--- src/rnd_pkg.sv ---
`timescale 1ns / 1ps
// ----------------------------------------------------------------------------
// Rolling nucleotide decoder package
// Shared constants, the permutation table and lookup helpers for the decoder.
// ----------------------------------------------------------------------------
package rnd_pkg;

    localparam int unsigned TableSize = 24;
    localparam logic [4:0]  RollStep  = 5'd6;
    localparam logic [4:0]  ByteStep  = 5'd7;
    localparam logic [15:0] JunkMax   = 16'hFFFF;
    localparam logic [3:0]  LimitReset = 4'd3;

    // Slot value returned for an absent base.
    localparam logic [2:0] SlotNone = 3'd4;

    // One entry per permutation, first letter in the top byte.
    localparam logic [31:0] PermTable [TableSize] = '{
        32'h41434754, 32'h41435447, 32'h41474354, 32'h41475443,
        32'h41544347, 32'h41544743, 32'h43415447, 32'h43414754,
        32'h43475441, 32'h43474154, 32'h43544741, 32'h43544147,
        32'h47414354, 32'h47415443, 32'h47434154, 32'h47435441,
        32'h47544143, 32'h47544341, 32'h54414743, 32'h54414347,
        32'h54434741, 32'h54434147, 32'h54474341, 32'h54474143
    };

    // Result of one data byte as it leaves the core.
    typedef struct packed {
        logic [15:0] junk_total;
        logic [7:0]  data_byte;
    } rnd_result_t;

    // Position of a base inside the entry at pos, SlotNone when absent.
    function automatic logic [2:0] find_slot(input logic [4:0] pos,
                                             input logic [7:0] base);
        logic [31:0] entry;
        logic [2:0]  slot;
        entry = (pos < 5'(TableSize)) ? PermTable[pos] : '0;
        slot  = SlotNone;
        for (int s = 3; s >= 0; s--) begin
            if (entry[8*(3-s) +: 8] == base) begin
                slot = 3'(s);
            end
        end
        return slot;
    endfunction

    // Extra roll chosen by where the base sits in the new entry.
    function automatic logic [2:0] advance_for_slot(input logic [1:0] slot);
        logic [2:0] adv;
        unique case (slot)
            2'd0:    adv = 3'd6;
            2'd1:    adv = 3'd2;
            2'd2:    adv = 3'd1;
            default: adv = 3'd3;
        endcase
        return adv;
    endfunction

    // Reduce a sum of two positions below the table size.
    function automatic logic [4:0] wrap24(input logic [4:0] v);
        return (v >= 5'(TableSize)) ? 5'(v - 5'(TableSize)) : v;
    endfunction

endpackage

--- src/rnd_in_reg.sv ---
`timescale 1ns / 1ps
// ----------------------------------------------------------------------------
// Input register
// Holds one accepted nucleotide beat until the core consumes it.
// ----------------------------------------------------------------------------
module rnd_in_reg (
    input  logic       aclk,
    input  logic       aresetn,
    input  logic       s_tvalid,
    output logic       s_tready,
    input  logic [7:0] s_tdata,
    input  logic       take,
    output logic       valid,
    output logic [7:0] base
);

    logic       valid_reg;
    logic       valid_next;
    logic [7:0] base_reg;
    logic       load;

    // The register is free when empty or when its beat leaves this cycle.
    assign s_tready   = !valid_reg || take;
    assign load       = s_tvalid && s_tready;
    assign valid_next = load ? 1'b1 : (take ? 1'b0 : valid_reg);

    always_ff @(posedge aclk) begin
        if (!aresetn) begin
            valid_reg <= 1'b0;
        end else begin
            valid_reg <= valid_next;
        end
    end

    always_ff @(posedge aclk) begin
        if (load) begin
            base_reg <= s_tdata;
        end
    end

    assign valid = valid_reg;
    assign base  = base_reg;

endmodule

--- src/rnd_core.sv ---
`timescale 1ns / 1ps
// ----------------------------------------------------------------------------
// Decoder core
// Holds the rolling table state and decodes one base per step.
// ----------------------------------------------------------------------------
module rnd_core (
    input  logic               aclk,
    input  logic               aresetn,
    input  logic               cfg_wr_en,
    input  logic [3:0]         cfg_wr_data,
    input  logic               step,
    input  logic [7:0]         base,
    output logic               emit,
    output rnd_pkg::rnd_result_t result
);

    logic [3:0]  limit_reg;
    logic [4:0]  pos_reg,   pos_next;
    logic [2:0]  adv_reg,   adv_next;
    logic [7:0]  prev_reg;
    logic [3:0]  run_reg,   run_next;
    logic [1:0]  slot_reg,  slot_next;
    logic [7:0]  acc_reg,   acc_next;
    logic [4:0]  bidx_reg,  bidx_next;
    logic [15:0] junk_reg,  junk_next;

    logic        is_junk;
    logic [3:0]  run_data;
    logic [2:0]  cur_slot;
    logic [1:0]  code;
    logic [7:0]  acc_new;
    logic        do_roll;
    logic [4:0]  pos_rolled6;
    logic [2:0]  roll_slot;
    logic [2:0]  adv_roll;
    logic [4:0]  pos_roll;
    logic [4:0]  pos_after;

    // A run that already meets the limit turns this base into junk.
    assign is_junk  = run_reg >= limit_reg;
    assign run_data = (prev_reg == base) ? 4'(run_reg + 4'd1) : 4'd1;

    // Decode against the current entry; an unknown letter reads as zero.
    assign cur_slot = rnd_pkg::find_slot(pos_reg, base);
    assign code     = cur_slot[2] ? 2'd0 : cur_slot[1:0];
    assign acc_new  = acc_reg | (8'(code) << {~slot_reg, 1'b0});

    // Roll: step by six, then by the amount the base picks in the new entry.
    assign do_roll     = is_junk || (run_data < limit_reg);
    assign pos_rolled6 = rnd_pkg::wrap24(5'(pos_reg + rnd_pkg::RollStep));
    assign roll_slot   = rnd_pkg::find_slot(pos_rolled6, base);
    assign adv_roll    = roll_slot[2] ? adv_reg : rnd_pkg::advance_for_slot(roll_slot[1:0]);
    assign pos_roll    = rnd_pkg::wrap24(5'(pos_rolled6 + 5'(adv_roll)));
    assign pos_after   = do_roll ? pos_roll : pos_reg;

    // A byte completes on the fourth data base.
    assign emit = !is_junk && (slot_reg == 2'd3);

    always_comb begin
        pos_next  = pos_after;
        if (emit && (bidx_reg != 5'd0)) begin
            pos_next = rnd_pkg::wrap24(5'(pos_after + rnd_pkg::ByteStep));
        end
        adv_next  = do_roll ? adv_roll : adv_reg;
        run_next  = is_junk ? 4'd1 : run_data;
        slot_next = is_junk ? slot_reg : 2'(slot_reg + 2'd1);
        acc_next  = (is_junk) ? acc_reg : (emit ? 8'd0 : acc_new);
        bidx_next = emit ? rnd_pkg::wrap24(5'(bidx_reg + 5'd1)) : bidx_reg;
        junk_next = (is_junk && (junk_reg != rnd_pkg::JunkMax)) ?
                    16'(junk_reg + 16'd1) : junk_reg;
    end

    // State registers update only when a base is consumed.
    always_ff @(posedge aclk) begin
        if (!aresetn) begin
            limit_reg <= rnd_pkg::LimitReset;
            pos_reg   <= '0;
            adv_reg   <= '0;
            prev_reg  <= '0;
            run_reg   <= 4'd1;
            slot_reg  <= '0;
            acc_reg   <= '0;
            bidx_reg  <= '0;
            junk_reg  <= '0;
        end else begin
            if (cfg_wr_en) begin
                limit_reg <= cfg_wr_data;
            end
            if (step) begin
                pos_reg  <= pos_next;
                adv_reg  <= adv_next;
                prev_reg <= base;
                run_reg  <= run_next;
                slot_reg <= slot_next;
                acc_reg  <= acc_next;
                bidx_reg <= bidx_next;
                junk_reg <= junk_next;
            end
        end
    end

    assign result.data_byte  = acc_new;
    assign result.junk_total = junk_reg;

endmodule

--- src/rnd_out_reg.sv ---
`timescale 1ns / 1ps
// ----------------------------------------------------------------------------
// Output register
// Holds one decoded byte beat until the downstream side takes it.
// ----------------------------------------------------------------------------
module rnd_out_reg (
    input  logic                aclk,
    input  logic                aresetn,
    input  logic                load,
    input  rnd_pkg::rnd_result_t result,
    output logic                free,
    output logic                m_tvalid,
    input  logic                m_tready,
    output logic [23:0]         m_tdata
);

    logic                 valid_reg;
    logic                 valid_next;
    rnd_pkg::rnd_result_t data_reg;

    // Free when empty or when the held beat is taken this cycle.
    assign free       = !valid_reg || m_tready;
    assign valid_next = load ? 1'b1 : (m_tready ? 1'b0 : valid_reg);

    always_ff @(posedge aclk) begin
        if (!aresetn) begin
            valid_reg <= 1'b0;
        end else begin
            valid_reg <= valid_next;
        end
    end

    always_ff @(posedge aclk) begin
        if (load) begin
            data_reg <= result;
        end
    end

    assign m_tvalid = valid_reg;
    assign m_tdata  = data_reg;

endmodule

--- src/rolling_nucleotide_decoder_top.sv ---
`timescale 1ns / 1ps
// ----------------------------------------------------------------------------
// Rolling nucleotide decoder
// Decodes ASCII bases two bits at a time through a rolling permutation table.
// ----------------------------------------------------------------------------
//  Channel   Direction  Payload
//  s_*       in         tdata[7:0] nucleotide
//  m_*       out        tdata[7:0] data_byte, tdata[23:8] junk_total
//  cfg_*     in         cfg_wr_data[3:0] homopolymer_limit
//
// One base per cycle sustained while the output register can take each finished
// byte; an accepted beat is held in the input register and decoded from there,
// and when it is consumed a finished byte loads the output register, which drives m_tvalid.
// The rolling table state is a registered feedback loop in the core.
// Reset is synchronous and active low; both registers empty on reset.
// A full output register stalls only bases that complete a byte.
// ----------------------------------------------------------------------------
module rolling_nucleotide_decoder_top (
    input  logic        aclk,
    input  logic        aresetn,
    input  logic        cfg_wr_en,
    input  logic [3:0]  cfg_wr_data,   // homopolymer_limit
    input  logic        s_tvalid,
    output logic        s_tready,
    input  logic [7:0]  s_tdata,       // [7:0] nucleotide
    output logic        m_tvalid,
    input  logic        m_tready,
    output logic [23:0] m_tdata        // [7:0] data_byte, [23:8] junk_total
);

    logic                 in_valid;
    logic [7:0]           in_base;
    logic                 take;
    logic                 emit;
    logic                 out_free;
    rnd_pkg::rnd_result_t result;

    // Consume a base unless it makes a byte and the output is still full.
    assign take = in_valid && (!emit || out_free);

    rnd_in_reg u_in (
        .aclk     (aclk),
        .aresetn  (aresetn),
        .s_tvalid (s_tvalid),
        .s_tready (s_tready),
        .s_tdata  (s_tdata),
        .take     (take),
        .valid    (in_valid),
        .base     (in_base)
    );

    rnd_core u_core (
        .aclk        (aclk),
        .aresetn     (aresetn),
        .cfg_wr_en   (cfg_wr_en),
        .cfg_wr_data (cfg_wr_data),
        .step        (take),
        .base        (in_base),
        .emit        (emit),
        .result      (result)
    );

    rnd_out_reg u_out (
        .aclk     (aclk),
        .aresetn  (aresetn),
        .load     (take && emit),
        .result   (result),
        .free     (out_free),
        .m_tvalid (m_tvalid),
        .m_tready (m_tready),
        .m_tdata  (m_tdata)
    );

endmodule

--- config.mk ---
export PLATFORM = sky130hd
export DESIGN_NAME = rolling_nucleotide_decoder_top
export DESIGN_NICKNAME = d
export VERILOG_FILES = /design/src/rnd_pkg.sv /design/src/rnd_in_reg.sv /design/src/rnd_core.sv /design/src/rnd_out_reg.sv /design/src/rolling_nucleotide_decoder_top.sv
export SDC_FILE = /design/constraint.sdc
export NUM_CORES = 1
export LEC_CHECK = 0
export ABC_AREA = 1
export BUFFER_PORTS_ARGS = -buffer_cell sky130_fd_sc_hd__buf_2
export CORE_ASPECT_RATIO = 0.6
export CORE_MARGIN = 1
export CORE_UTILIZATION = 55
export DETAILED_ROUTE_END_ITERATION = 8
export PLACE_DENSITY = 0.75
export SKIP_CTS_REPAIR_TIMING = 1
export SKIP_LAST_GASP = 1
export SLEW_MARGIN = 20
export SYNTH_ARGS = -nofsm -noshare
export SYNTH_HDL_FRONTEND = slang
export SYNTH_SLANG_ARGS = --single-unit
--- constraint.sdc ---
create_clock -name aclk -period 7.87 [get_ports aclk]
set_input_delay 0.3935 -clock aclk [delete_from_list [all_inputs] [get_ports aclk]]
set_output_delay 0.3935 -clock aclk [all_outputs]
set_load 0.05 [all_outputs]
==> impl_metrics.py, run 1 <==
metrics = {
    "placed_design": {
        "globalplace.congestion": 0.9507,
        "post-dp-hpwl_mm": 9.309,
        "port_buffers": 42,
        "place_area_mm2": 0.005648,
        "post-place-ws_ns": 2.616,
        "place_inst": 896,
    },
    "finish": {
        "final_cell_area_mm2": 0.005943,
        "final_net_count": 819,
        "largest_reg_flops": 24,
        "diodes": 0,
        "nFillCells": 831,
        "multiInputGateArea_mm2": 0.002735,
        "area_growth_syn_to_layout_pct": 10.67,
        "final_cells": 912,
        "drive_above_1_share_pct": 10.61,
        "fin_util_pct": 63.74,
        "ff_latch_area_mm2": 0.002102,
    },
    "power": {
        "power_mw": 1.217,
        "p_leak_nw": 2.608,
        "powerDensity_mw_per_mm2": 204.8,
        "ir_drop_mv": 0.1359,
    },
    "sta": {
        "maxSlewViolCount": 0,
        "fin_crit_ns": 5.412,
        "fin_worst_skew_ns": 0.005428,
        "max_slew_margin_pct": 32.28,
        "whs_ns": 0.2268,
        "fin_crit_sh_pct": 68.76,
        "fmax_ghz": 0.1848,
        "setup_viol": 0,
        "hold_viol": 0,
        "tns_ns": 0,
        "rsz0062_at_grt": "no",
        "tightest_slew_ns": 1.016,
        "setup_slack_ns": 2.458,
    },
    "route": {
        "drt_iter0_drc": 483,
        "num_vias": 4922,
        "vias_per_cell": 5.397,
        "drc": 0,
        "ant_nets": 0,
        "wl_per_cell_um": 14.00,
        "routed_wl_mm": 12.77,
        "firstDrtPassIters": 7,
    },
    "floorplan": {
        "ios": 43,
        "die_width_um": 129.6,
        "die_y_um": 78.54,
        "start_util_pct": 57.60,
        "die-area_mm2": 0.01018,
        "rows": 27,
        "core_area_mm2": 0.009324,
    },
    "logic_synthesis": {
        "synth.distinct_cells": 41,
        "yosysMostFrequentCell": "nand2_1",
        "synthCells": 742,
        "synth_top_area_share_pct": 21.25,
        "yosys_warnings": 0,
        "synth_area_mm2": 0.005370,
        "synth.net_count": 784,
        "synth_flop_cell": "dfxtp_1",
        "synthTopCellsByCount": "173 x nand2_1, 105 x inv_1, 69 x nor2_1",
        "synth_seq_cells": 89,
        "syn_area_per_cell_um2": 7.237,
        "synth_area_leader_cell": "dfxtp_1",
        "synth_edf_count": 32,
        "ys_seq_area_share_pct": 39.14,
        "yosys-top-cells-area": "dfxtp_1 21%, edfxtp_1 18%, nand2_1 12%",
        "synthArstFlopShare_pct": 0,
    },
    "setup_path": {
        "r2r-start": "u_core.pos_reg[1]",
        "ff2ff_path_depth": 31,
        "crit_start": "u_core.pos_reg[1]",
        "rr_endpoint": "u_core.pos_reg[4]",
        "worst_setup_path_end_kind": "register",
        "cp.arrival_ns": 5.69,
        "max_stage_delay_ns": 0.73,
        "r2r_slack_ns": 2.46,
        "critPathLaunchType": "register",
        "cpMostUsedCell": "nand2_1",
        "slowest_stage": "dfxtp_1",
        "crit_path_max_fanout": 16,
        "crit_required_ns": 8.15,
        "crit_end": "u_core.pos_reg[4]",
        "critPathKind": "register to register",
    },
    "global_route": {
        "grt_util_met1_pct": 37.73,
        "antenna_found_initial": 0,
        "grt_pass1_vias": 4465,
        "met2_usage_pct": 39.79,
        "grt_first_pass_wirelength_mm": 20.83,
        "grt_max_degree": 39,
        "grt-ovfl-total": 0,
        "grtUsageTotal_pct": 26.35,
        "grt_use_met3_pct": 5.726,
        "busiest_layer": "met2",
    },
    "cts": {
        "cts-htree-levels": 3,
        "clk_latency_ns": 0.34,
        "cts_buffers": 9,
        "clkSlewWorstSetupHoldPaths_ns": 0.06,
        "clock-sinks": 89,
        "cts_tree": "yes",
        "clock-root-buffer": "clkbuf_16",
        "clockBufferDepth": 2,
    },
    "flow_run": {
        "drv_cap": 0,
    },
    "hold_path": {
        "min_from": "s_tdata[1]",
        "worstHoldPathType": "input pin to register",
    },
    "status": {
        "outcome": "finished clean",
    },
}
[power by group]
part / internal [mW] / total, mW / switching [mW]
Clock: 0.249 / 0.431 / 0.182
Sequential: 0.487 / 0.505 / 0.0179
Combinational: 0.0944 / 0.281 / 0.187
[critical path: cells and delay by family, from the launching register on]
kind	cells	cell delay [ns]
and+or+nand+nor	16	1.51
DFF	1	0.73
adders and majority gates	4	1.18
xor gates and xnor gates	3	0.57
buffers and inverters	6	0.67
AOI/OAI and AO/OA	2	0.68
[cell families (layout without fill, tap and decap cells)]
group           Yosys count  count (layout)  share of synthesized area (%)
xor+xnor                 35              35                          5.708
flops                    89              89                          39.14
compound gates          134             134                          13.47
buf+inv                 133             173                          9.972
simple gates            326             326                          25.75
fa+ha+maj                25              25                          5.965
[worst min path at each step]
stage / slack (ns) / cells after the start / to
floorplan: 0.41 / 0 / u_out.m_tdata[13]
global placement: 0.42 / 0 / u_out.m_tdata[17]
detailed placement: 0.42 / 0 / u_out.m_tdata[13]
CTS: 0.22 / 1 / u_in.base[0]
global route: 0.22 / 1 / u_in.base[1]
finish: 0.23 / 1 / u_in.base[1]
[routing by layer]
| metal | vias to the layer above | share of wire [%] |
|---|---|---|
| met2 | 217 | 43 |
| met4 | 0 | 1.3 |
| met3 | 21 | 8.0 |
| met5 | - | 0 |
| li1 | 2473 | - |
| met1 | 2211 | 48 |
[cell type report]
cell class                 count  share of cell area (%)
timing repair buffer          43                   3.663
clock buffer                  11                   3.916
tap                          130                   2.737
sequential                    89                   35.37
clock inverter                 5                   1.053
inverter                     114                   7.242
multi-input combinational    520                   46.02
[cell usage in the layout, fill, tap and decap left out, types with 6 or more instances in the layout]
cell	instances
o211ai_1	7
nand3_1	50
xor2_1	31
edfxtp_1	32
o21ai_1	6
buf_2	42
ha_1	24
dfxtp_1	57
clkbuf_16	9
inv_1	105
nor2_1	68
nand2_1	173
o21ai_0	53
nand4_1	10
a21oi_1	57
inv_2	7
Note: power is estimated with default switching activity, not from simulation.
==> inputs of run 2 (changes only) <==
clock period = 5.02 ns   (was 7.87 ns; I/O delays follow)
==> run 2 against run 1 <==
Sequential power rose by 56%. Clock skew rose by 0.0016 ns. Register-to-register slack worse by 2.1 ns. Combinational power up 73%. Non-clock buffer count grew 14. Hold slack got worse by 0.15 ns. Cell count grew 1.5%. Power grew 61%. Die area did not move. Fmax is 16% higher. Global-route usage rose by 0.28 points. Highest routed layer unchanged. Clock power is 60% higher. Largest cell class unchanged.
==> impl_metrics.py, run 2 (synthesis results as in run 1) <==
metrics = {
    "sta": {
        "hold_viol": 0,
        "fin_worst_skew_ns": 0.007071,
        "maxSlewViolCount": 0,
        "fmax_ghz": 0.2152,
        "setup_viol": 0,
        "fin_crit_sh_pct": 92.56,
        "max_slew_margin_pct": 33.31,
        "tightest_slew_ns": 1.000,
        "fin_crit_ns": 4.647,
    },
    "route": {
        "ant_nets": 0,
        "wl_per_cell_um": 14.13,
        "drt_iter0_drc": 458,
        "vias_per_cell": 5.425,
        "drc": 0,
        "firstDrtPassIters": 5,
        "routed_wl_mm": 13.09,
        "num_vias": 5024,
    },
    "global_route": {
        "grt-ovfl-total": 0,
        "grt_pass1_vias": 4525,
        "grtUsageTotal_pct": 26.63,
        "grt_use_met3_pct": 6.271,
        "antenna_found_initial": 0,
        "busiest_layer": "met2",
        "met2_usage_pct": 39.25,
        "grt_first_pass_wirelength_mm": 21.17,
        "grt_util_met1_pct": 38.77,
        "grt_max_degree": 39,
    },
    "cts": {
        "clockBufferDepth": 2,
        "cts-htree-levels": 3,
        "clock-sinks": 89,
        "clkSlewWorstSetupHoldPaths_ns": 0.06,
        "clock-root-buffer": "clkbuf_16",
        "clk_latency_ns": 0.34,
        "cts_buffers": 9,
        "cts_tree": "yes",
    },
    "finish": {
        "final_cell_mix": "173 x nand2_1, 104 x inv_1, 67 x nor2_1",
        "final_common_cell": "nand2_1",
        "diodes": 0,
        "fin_util_pct": 65.42,
        "final_net_count": 834,
        "drive_above_1_share_pct": 13.07,
        "largest_reg_flops": 24,
        "area_growth_syn_to_layout_pct": 13.58,
    },
    "setup_path": {
        "crit_required_ns": 5.29,
        "cp.arrival_ns": 4.92,
        "crit_start": "u_core.pos_reg[1]",
        "worst_setup_path_end_kind": "register",
        "crit_path_max_fanout": 14,
        "crit_family": "simple AND/OR/NAND/NOR gates",
        "max_stage_delay_ns": 0.40,
        "cpMostUsedCell": "nor2_1",
        "r2r-start": "u_core.pos_reg[1]",
        "critPathKind": "register to register",
        "path_buf_inv": 6,
        "slowest_stage": "fa_1",
        "critPathLaunchType": "register",
    },
    "placed_design": {
        "port_buffers": 42,
        "globalplace.congestion": 0.9023,
        "post-dp-hpwl_mm": 9.395,
    },
    "floorplan": {
        "die-area_mm2": 0.01018,
        "die_y_um": 78.54,
        "core_area_mm2": 0.009324,
        "rows": 27,
        "ios": 43,
        "start_util_pct": 57.60,
        "die_width_um": 129.6,
    },
    "hold_path": {
        "worstHoldPathType": "input pin to register",
        "min_from": "s_tdata[1]",
    },
    "power": {
        "p_leak_nw": 2.698,
        "power_mw": 1.963,
        "powerDensity_mw_per_mm2": 321.8,
        "ir_drop_mv": 0.1757,
    },
    "status": {
        "outcome": "finished clean",
    },
    "flow_run": {
        "drv_cap": 0,
    },
}
-- run 2: area by class of cell --
class / count / area [um^2]
clock buffers: 11 / 254.0
clock inverters: 4 / 51.30
fillers: 806 / 3224
inverters: 114 / 436.7
multi-input cells: 521 / 2761
flip-flops and latches: 89 / 2107
well taps: 130 / 162.7
repair buffers: 57 / 326.6
-- run 2: path summary, 6_finish.rpt --
kind                       endpoint  slack, ns  depth (start not counted)
hold / removal         u_in.base[1]       0.08                          1
hold reg to reg   u_out.m_tdata[17]       0.44                          0
setup / recovery  u_core.pos_reg[4]       0.37                         34
setup reg to reg  u_core.pos_reg[4]       0.37                         34
-- run 2: routing by layer --
layer	up-vias	wire length, um	part of all wire [%]
met5	-	0	0
met4	0	140	1.1
met3	17	1054	8.1
met2	210	5523	42
met1	2285	6369	49
li1	2512	-	-
-- run 2: where the power goes --
group | internal [mW] | leakage (nW) | switching [mW] | total, mW
clock | 0.414 | 0.147 | 0.276 | 0.691
combinational | 0.173 | 1.82 | 0.314 | 0.486
sequential | 0.764 | 0.734 | 0.0220 | 0.786
-- run 2: stage by stage --
| stage | instances | hold slack, ns | TNS [ns] | instance area [um^2] | setup WS (ns) |
|---|---|---|---|---|---|
| 2_1_floorplan | 742 | 0.3499 | 0 | 5370 | 0.8553 |
| 3_3_place_gp | 901 | 0.4165 | 0 | 5685 | 0.4682 |
| 3_5_place_dp | 901 | 0.4269 | 0 | 5685 | 0.1846 |
| 4_1_cts | 916 | 0.07968 | 0 | 5991 | 0.1387 |
| 5_1_grt | 926 | 0.07236 | -0.05848 | 6100 | -0.05848 |
| 6_report | 926 | 0.08035 | 0 | 6100 | 0.3735 |
